==> config.mk <==
export PLATFORM = sky130hd
export DESIGN_NAME = sgm_isqrt
export DESIGN_NICKNAME = d
export VERILOG_FILES = /design/src/hw/rtl/sgm_pkg.sv /design/src/hw/rtl/sgm_isqrt.sv
export SDC_FILE = /design/constraint.sdc
export NUM_CORES = 1
export LEC_CHECK = 0
export BUFFER_PORTS_ARGS = -buffer_cell sky130_fd_sc_hd__buf_2
export CAP_MARGIN = 10
export CORE_UTILIZATION = 60
export CTS_BUF_LIST = sky130_fd_sc_hd__clkbuf_4
export CTS_CLUSTER_DIAMETER = 30
export DETAILED_ROUTE_END_ITERATION = 10
export PLACE_DENSITY = 0.88
export SLEW_MARGIN = 20
export SYNTH_ARGS = -nofsm -noshare
export SYNTH_HDL_FRONTEND = slang
export SYNTH_SLANG_ARGS = --single-unit
export TNS_END_PERCENT = 1
==> constraint.sdc <==
create_clock -name clk -period 4.9 [get_ports clk]
set_input_delay 0.98 -clock clk [delete_from_list [all_inputs] [get_ports clk]]
set_output_delay 0.98 -clock clk [all_outputs]
set_load 0.03 [all_outputs]
==> src/hw/rtl/sgm_pkg.sv <==
// ----------------------------------------------------------------------------
// sgm_pkg
// Shared widths, register indexes, state codes and types for the Sobel
// gradient magnitude block.
// ----------------------------------------------------------------------------
package sgm_pkg;

    localparam int MAX_COLS = 1024;
    localparam int MAX_ROWS = 1024;
    localparam int COL_W    = $clog2(MAX_COLS);
    localparam int ROW_W    = $clog2(MAX_ROWS);
    localparam int DIM_W    = 11;
    localparam int MARGIN_W = 2;
    localparam int PIX_W    = 8;
    localparam int MAG_W    = 11;
    localparam int GRAD_W   = 12;
    localparam int ABS_W    = 10;
    // Largest Gx*Gx + Gy*Gy is 2 * 1020 * 1020, which fits in 21 bits.
    localparam int RAD_W    = 21;
    localparam int TDATA_W  = 32;
    // Each line-buffer entry holds the pixel two rows up and one row up.
    localparam int LB_W     = 2 * PIX_W;

    localparam logic [1:0] REG_IMAGE_WIDTH   = 2'd0;
    localparam logic [1:0] REG_IMAGE_HEIGHT  = 2'd1;
    localparam logic [1:0] REG_BORDER_MARGIN = 2'd2;

    typedef enum logic [5:0] {
        ST_IDLE = 6'b000001,
        ST_READ = 6'b000010,
        ST_CALC = 6'b000100,
        ST_SQR  = 6'b001000,
        ST_ROOT = 6'b010000,
        ST_OUT  = 6'b100000
    } state_t;

    typedef struct packed {
        logic             done;
        logic [MAG_W-1:0] root;
    } isqrt_rsp_t;

endpackage

==> src/hw/rtl/sgm_isqrt.sv <==
// ----------------------------------------------------------------------------
// sgm_isqrt
// Bit-serial integer square root: one result bit per cycle, giving the
// floor of the square root of the radicand after RAD_W/2+1 steps.
// ----------------------------------------------------------------------------
module sgm_isqrt
    import sgm_pkg::*;
(
    input  logic             clk,
    input  logic             rst_n,
    input  logic             start,
    input  logic [RAD_W-1:0] radicand,
    output isqrt_rsp_t       rsp
);

    logic [RAD_W-1:0] v_reg,   v_next;
    logic [RAD_W-1:0] res_reg, res_next;
    logic [RAD_W-1:0] bit_reg, bit_next;
    logic             busy_reg, busy_next;
    logic             done_reg, done_next;
    logic [RAD_W-1:0] trial;

    assign trial = res_reg + bit_reg;

    always_comb
    begin
        v_next    = v_reg;
        res_next  = res_reg;
        bit_next  = bit_reg;
        busy_next = busy_reg;
        done_next = 1'b0;
        if (start)
        begin
            v_next    = radicand;
            res_next  = '0;
            bit_next  = {1'b1, {(RAD_W-1){1'b0}}};
            busy_next = 1'b1;
        end
        else if (busy_reg)
        begin
            if (v_reg >= trial)
            begin
                v_next   = v_reg - trial;
                res_next = (res_reg >> 1) + bit_reg;
            end
            else
            begin
                res_next = res_reg >> 1;
            end
            bit_next = bit_reg >> 2;
            // The step with the lowest bit is the last one.
            if (bit_reg[0])
            begin
                busy_next = 1'b0;
                done_next = 1'b1;
            end
        end
    end

    always_ff @(posedge clk or negedge rst_n)
    begin
        if (!rst_n)
        begin
            busy_reg <= 1'b0;
            done_reg <= 1'b0;
        end
        else
        begin
            busy_reg <= busy_next;
            done_reg <= done_next;
        end
    end

    always_ff @(posedge clk)
    begin
        v_reg   <= v_next;
        res_reg <= res_next;
        bit_reg <= bit_next;
    end

    assign rsp.done = done_reg;
    assign rsp.root = res_reg[MAG_W-1:0];

endmodule

==> impl_metrics.toml, run 1 <==
[global_route]
grt_max_degree = 76
gr-total-overflow = 0
antenna_found_initial = 0
grt_pass1_vias = 4414
track_usage_pct = 30.0
grt_pass1_wl_um = 20600

[min_path]
min_path_type = "in -> async"

[clock_tree]
post_cts.repair.setup_buffers = 0
cts_max_level = 2
cts_buffers = 5
path_clk_slew_ns = 0.18
cts.sink_count = 55
cts_root_buffer = "clkbuf_4"
cts_tree = "yes"
clockBufferDepth = 2
holdBufCountCts = 0
clock_latency_ns = 0.41

[finish]
stdcell_count = 702
area_growth_pct = 4.77
nNetsFinal = 667
insertedDiodeCount = 0
layout-drive-gt1-share_pct = 12.7
regArea_um2 = 1320
multi_input_area_um2 = 3300
fillCellCount = 660
final_util_pct = 65.4

[timing]
timing.final.ws_setup_ns = 0.225
finalSetupViolations = 0
final.period_utilization_pct = 95.4
worstMarginPinSlew_ns = 1.01
relSlewSlack_pct = 32.6
skew_ns = 0.0225
drv_slew = 0
hold_violations = 0
rsz0062_at_grt = "no"
fin_crit_ns = 4.67
fmax_mhz = 214
setup-tns-final_ns = 0

[yosys]
synth.area.top_cells = "dfxtp_1 (13%), edfxtp_1 (13%), ha_1 (11%)"
ys_ff_latch = 55
synth_edf_count = 21
yosys.area.top_type_share_pct = 13.1
synth.largest_area_cell = "dfxtp_1"
ys_top_cells_by_count = "nand2_1 (63), ha_1 (43), o21ai_0 (43)"
netlist-cell-type-count = 68
syn_area_um2 = 4880
syn_avg_cell_area_um2 = 8.24
syn_inst = 592
ys_seq_area_share_pct = 27.1
synthArstFlopShare_pct = 3.64
synth.most_common_cell = "nand2_1"
ys_warn_count = 0
synth-main-ff-cell = "dfxtp_1"
synth_nets = 660

[floorplanning]
coreArea_um2 = 7810
fp.dieArea_um2 = 8490
fp.dieW_um = 92.1
initial_core_util_pct = 62.5
die_h_um = 92.1
row_count = 32
pin_count = 36

[critical_path]
worstPathRequired_ns = 5.04
critPathCaptureType = "flip-flop"
setup.worst_path.start_class = "flip-flop"
worstSetupPathType = "reg -> reg"
crit_path_max_fanout = 21
critPathArrivalTime_ns = 4.82

[routing]
drt_iter0_markers = 366
vias_per_cell = 6.68
wire_per_inst_um = 17.5
route.detailed.drc = 0
firstDrtPassIters = 5
routed_wl_um = 12300
antenna_left = 0
vias = 4689

[pwr]
leakagePower_nw = 2.10
peakVddDrop_mv = 0.315
p_per_area_nw_per_um2 = 486

[place]
preCtsSetupSlack_ns = 0.0889
port_buffers = 35
place_inst = 694
place.gp.congestion = 1.02
hpwl_um = 8790

[flow_run]
drv_cap = 0

[run_status]
status = "complete, no violations"
-- metal layers --
metal  wire, um  up-vias  part of all wire (%)  global-route usage [%]
met2       6090      188                    49                    52.7
li1           -     2249                     -                       -
met5          0        -                     0                       0
met1       5200     2219                    42                    37.6
met3        740       33                   6.0                    4.06
met4        285        0                   2.3                    10.0
-- logic make-up (layout without fill, tap and decap cells) --
logic type                 count (synthesis)  after routing  share of synthesized area, %
adders and majority gates                 44             44                          11.4
and+or+nand+nor                          214            214                          21.8
DFF                                       55             55                          27.1
xor gates and xnor gates                  37             37                          6.65
buffers and inverters                     60             68                          6.13
muxes                                     14             14                          2.93
AOI/OAI and AO/OA                        168            168                          23.9
-- layout by cell type (no fill, tap or decap), drive strengths merged, types with 6 or more instances in the layout --
cell	instances
nand2	64
o21ai	44
buf	44
ha	43
nor2	40
nand3	34
dfxtp	32
a21oi	26
edfxtp	21
xnor2	19
xor2	18
inv	17
a31oi	17
and3	14
mux2i	12
nand4	11
nor4	11
nor3	9
a21o	9
a32oi	8
o211ai	6
a211oi	6
o31ai	6
-- worst max-delay path: stages (launching register included) --
cell      delay (ns)
dfxtp_2         0.39
ha_1            0.36
a31oi_2         0.14
o21bai_2        0.21
a31oi_2         0.14
o311ai_1        0.37
buf_4           0.19
a31oi_2         0.10
o21bai_1        0.19
xnor2_1         0.14
ha_2            0.34
and4_1          0.21
a32o_2          0.27
or4b_4          0.50
o31ai_4         0.26
nand2_4         0.15
a21o_1          0.20
buf_4           0.23
-- power by group --
group | internal, mW | switching, mW
combinational | 0.586 | 0.953
clock | 0.0561 | 0.163
sequential | 0.641 | 0.0819
total | 1.28 | 1.20
-- area by class of cell --
class | instances | share of cell area [%]
Sequential cell | 55 | 25.9
Tap cell | 102 | 2.50
Timing Repair Buffer | 44 | 4.75
Clock inverter | 3 | 0.367
Inverter | 16 | 1.18
Clock buffer | 5 | 0.735
Multi-Input combinational cell | 477 | 64.6
-- final timing paths --
kind / depth (start not counted) / endpoint / slack [ns] / from
worst max-delay path: 17 / v_reg[9] / 0.23 / res_reg[2]
worst max register to register: 17 / v_reg[9] / 0.23 / res_reg[2]
worst min register to register: 2 / res_reg[0] / 0.53 / res_reg[0]
worst min-delay path: 1 / done_reg / 0.31 / rst_n
min in group clk: 2 / res_reg[0] / 0.53 / res_reg[0]
max in group asynchronous: 1 / busy_reg / 4.50 / rst_n
-- repair_timing --
action / CTS / global route
resized for setup: 0 / 13
endpoints found under the hold margin: 0 / 0
setup endpoints to repair: 0 / 42
-- stage by stage --
stage,cell area [um2],hold slack [ns],total power [mW]
detailed placement,5010,0.502,2.22
finish,5110,0.313,2.48
global route,5110,0.304,2.66
floorplan,4880,0.478,1.91
CTS,5060,0.312,2.44
global placement,5010,0.485,2.16
Power figures use the tool's default switching activity.
==> run 2, diff against run 1 <==
clock period = 4.8 ns   (was 4.9 ns; I/O delays follow)
==> run 2 against run 1 <==
Cell count increased by 1.4%. Non-clock buffer count increased by 10. Clock power increased by 31%. Die area unchanged.
==> impl_metrics.toml, run 2 (synthesis results as in run 1) <==
[routing]
route.detailed.drc = 0
vias = 4855
drt_iter0_markers = 433
routed_wl_um = 13000
antenna_left = 0
wire_per_inst_um = 18.2
firstDrtPassIters = 5
vias_per_cell = 6.82

[min_path]
min_path_type = "in -> async"

[clock_tree]
cts_tree = "yes"
cts_root_buffer = "clkbuf_4"
path_clk_slew_ns = 0.17
cts_max_level = 2
cts.sink_count = 55
clock_latency_ns = 0.42
cts_buffers = 5
clockBufferDepth = 2
holdBufCountCts = 0

[critical_path]
critPathCaptureType = "flip-flop"
worstPathRequired_ns = 4.96
setup.worst_path.start_class = "flip-flop"
worstSetupPathType = "reg -> reg"
crit_path_max_fanout = 21
critPathArrivalTime_ns = 4.79

[flow_run]
drv_cap = 0

[global_route]
grt_max_degree = 76
antenna_found_initial = 0
grt_pass1_vias = 4548
gr-total-overflow = 0
track_usage_pct = 30.7
grt_pass1_wl_um = 21100

[finish]
layout-drive-gt1-share_pct = 13.8
insertedDiodeCount = 0
mostFrequentLayoutCell = "nand2_1"
mostFrequentLayoutCells = "nand2_1 (63), ha_1 (43), nor2_1 (40), o21ai_0 (40), buf_2 (35)"
area_growth_pct = 7.21
nNetsFinal = 677
stdcell_count = 712

[floorplanning]
pin_count = 36
die_h_um = 92.1
coreArea_um2 = 7810
fp.dieArea_um2 = 8490
row_count = 32
fp.dieW_um = 92.1
initial_core_util_pct = 62.5

[timing]
relSlewSlack_pct = 32.8
skew_ns = 0.0178
fmax_mhz = 216
fin_crit_ns = 4.63
worstMarginPinSlew_ns = 1.01
final.period_utilization_pct = 96.4
rsz0062_at_grt = "no"
finalSetupViolations = 0
hold_violations = 0
drv_slew = 0
hold-worst-slack_ns = 0.293

[place]
place.gp.congestion = 0.979
port_buffers = 35
hpwl_um = 8900
place_inst = 700

[pwr]
peakVddDrop_mv = 0.342
p_per_area_nw_per_um2 = 528
leakagePower_nw = 2.17
p_total_mw = 2.76

[run_status]
status = "complete, no violations"
run 2: layer usage:
layer | track usage (%) | vias to the layer above | wire length (um)
met5 | 0 | - | 0
met4 | 13.0 | 0 | 426
met3 | 4.64 | 51 | 866
met2 | 52.4 | 244 | 6290
met1 | 38.3 | 2296 | 5380
li1 | - | 2264 | -
run 2: area by class of cell:
| type | instances | area, um2 |
|---|---|---|
| multi-input cells | 477 | 3300 |
| inverters | 16 | 60.1 |
| clock buffers | 6 | 45.0 |
| repair buffers | 54 | 334 |
| clock inverters | 2 | 38.8 |
| well taps | 102 | 128 |
| flip-flops and latches | 55 | 1320 |
| fillers | 655 | 2580 |
run 2: path summary, 6_finish.rpt:
path | cells past startpoint | end | start | slack [ns]
setup / recovery | 17 | v_reg[7] | res_reg[2] | 0.17
hold / removal | 1 | done_reg | rst_n | 0.29
setup reg to reg | 17 | v_reg[7] | res_reg[2] | 0.17
hold reg to reg | 2 | res_reg[0] | res_reg[0] | 0.54
max in group asynchronous | 1 | busy_reg | rst_n | 4.42
min in group clk | 2 | res_reg[0] | res_reg[0] | 0.54
run 2: repair_timing:
item                                    4_1_cts  5_1_grt
pin swaps                                     0        2
setup buffers                                 0        4
resized for setup                             1       13
hold endpoints to repair                      0        0
endpoints found under the setup margin        2       42
run 2: power by group:
part           switching, mW  leakage, nW  total, mW  internal (mW)
clock network          0.168       0.0463      0.286          0.118
registers             0.0835        0.500      0.738          0.654
logic                   1.03         1.62       1.74          0.705
run 2: metrics by stage:
stage	cell area [um2]	setup slack [ns]	setup TNS, ns	utilization (%)
2_1_floorplan	4880	0.239	0	-
3_3_place_gp	5050	0.232	0	64.7
3_5_place_dp	5050	-0.00938	-0.0133	64.7
4_1_cts	5140	0.0174	0	65.8
5_1_grt	5230	0.00261	0	67.0
6_report	5230	0.171	0	67.0
run 2: critical path, stage by stage (launching register included):
cell,delay [ns]
dfxtp_2,0.39
ha_1,0.35
a31oi_2,0.12
o21bai_1,0.28
a31oi_2,0.17
o311ai_1,0.38
buf_4,0.19
a31oi_1,0.12
o21bai_1,0.20
xnor2_1,0.15
ha_1,0.28
and4_1,0.19
a32o_2,0.27
or4b_4,0.51
o31ai_4,0.29
nand2_4,0.07
a21o_1,0.17
buf_4,0.23
==> run 3, diff against run 2 <==
CORE_MARGIN = 8   (was default)
GPL_ROUTABILITY_DRIVEN = 0   (was default)
==> run 3 against run 2 <==
Fmax increased by 1.2%. Via count decreased by 0.60%. Power decreased by 5.6%. Highest routed layer unchanged. Largest power group unchanged. Clock power fell by 22%. Sequential power barely moved. Routed wire length grew 0.82%. Core utilization down 2.7 points. Global-route usage is 8.0 points lower. Sequential share of layout area up 0.25 points.
==> impl_metrics.toml, run 3 (synthesis results as in run 1) <==
[run_status]
status = "complete, no violations"

[clock_tree]
cts_buffers = 5
cts.sink_count = 55
cts_root_buffer = "clkbuf_4"
clockBufferDepth = 2
cts_max_level = 2
clock_latency_ns = 0.40
cts_tree = "yes"
path_clk_slew_ns = 0.16
holdBufCountCts = 0

[pwr]
p_total_mw = 2.60
p_per_area_nw_per_um2 = 504
leakagePower_nw = 2.15
peakVddDrop_mv = 0.326

[critical_path]
cp_top_family = "compound AO/OA/AOI/OAI gates"
worstSetupPathType = "reg -> reg"
crit_path_max_fanout = 9
path_cells = "ha_1 -> ha_1 -> a21oi_1 -> o21bai_1 -> a31oi_2 -> o21ai_2 -> a31oi_2 -> o21ai_1 -> xnor2_1 -> ha_1 -> and4_1 -> and3_1 -> a32o_2 -> or4b_4 -> o31a_2 -> buf_4 -> nor4_1 -> a311o_1"
cp_common_cell = "ha_1"
rr_startpoint = "bit_reg[0]"
setup.worst_path.start_class = "flip-flop"
crit_path_top_delay_cell = "or4b_4"
critPathArrivalTime_ns = 4.92
crit_start = "bit_reg[0]"
critPathCaptureType = "flip-flop"
slowest_delay_ns = 0.51
worstPathRequired_ns = 5.15
cp.buffers_inverters = 1

[global_route]
antenna_found_initial = 1
grt_max_degree = 76
track_usage_pct = 22.7
grt_pass1_vias = 4617
gr-total-overflow = 0
grt_pass1_wl_um = 21600

[finish]
mostFrequentLayoutCells = "nand2_1 (63), ha_1 (43), o21ai_0 (41)"
fin_area_um2 = 5170
mostFrequentLayoutCell = "nand2_1"
nNetsFinal = 676
area_growth_pct = 6.06
layout-drive-gt1-share_pct = 13.5

[timing]
hold_violations = 0
setup-tns-final_ns = 0
fin_crit_ns = 4.58
fmax_mhz = 219
relSlewSlack_pct = 32.7
skew_ns = 0.00997
rsz0062_at_grt = "no"
final.period_utilization_pct = 95.3
finalSetupViolations = 0
hold-worst-slack_ns = 0.314
worstMarginPinSlew_ns = 1.01
drv_slew = 0
timing.final.ws_setup_ns = 0.224

[floorplanning]
coreArea_um2 = 8050
fp.dieW_um = 106
initial_core_util_pct = 60.6
fp.dieArea_um2 = 11300
die_h_um = 106
pin_count = 36
row_count = 33

[place]
hpwl_um = 9370
port_buffers = 35
dpl-instance-area_um2 = 5070
preCtsSetupSlack_ns = 0.0753

[routing]
firstDrtPassIters = 7
vias_per_cell = 6.75
routed_wl_um = 13100
vias = 4826
drt_iter0_markers = 419
antenna_left = 0
wire_per_inst_um = 18.3
route.detailed.drc = 0

[flow_run]
drv_cap = 0

[min_path]
min_path_type = "in -> async"
run 3: metal layers:
layer  wire length, um  GRT usage, %  vias to the layer above
li1                  -             -                     2261
met1              5250          27.8                     2279
met2              6410          38.7                      244
met3               959          2.66                       42
met4               456          10.9                        0
met5                 0             0                        -
run 3: path summary, 6_finish.rpt:
kind,depth (start not counted),end,slack [ns]
worst min-delay path,1,busy_reg,0.31
worst min register to register,2,bit_reg[18],0.55
worst max-delay path,18,res_reg[2],0.22
max in group asynchronous,1,done_reg,4.40
worst max register to register,18,res_reg[2],0.22
min in group clk,2,bit_reg[18],0.55
run 3: repair_timing:
| action | in CTS | in global routing |
|---|---|---|
| gates resized for setup | 0 | 10 |
| setup buffers | 0 | 1 |
| setup endpoints to repair | 0 | 42 |
run 3: power by group:
part / internal [mW] / leakage [nW] / switching, mW / total, mW
Combinational: 0.645 / 1.61 / 0.994 / 1.64
Clock: 0.0633 / 0.0360 / 0.161 / 0.224
Sequential: 0.654 / 0.500 / 0.0872 / 0.741
Total: 1.36 / 2.15 / 1.24 / 2.60
run 3: final cells by class:
type | count | area, um2
fill | 698 | 2880
timing repair buffer | 53 | 310
clock inverter | 2 | 11.3
multi-input combinational | 477 | 3290
clock buffer | 6 | 45.0
antenna | 1 | 2.50
inverter | 16 | 60.1
tap | 105 | 131
sequential | 55 | 1320
run 3: metrics by stage:
| step | std cells | util, % |
|---|---|---|
| 3_3_place_gp | 705 | 63.0 |
| 6_report | 715 | 64.2 |
| 3_5_place_dp | 705 | 63.0 |
| 5_1_grt | 715 | 64.2 |
| 2_1_floorplan | 592 | - |
| 4_1_cts | 713 | 63.7 |
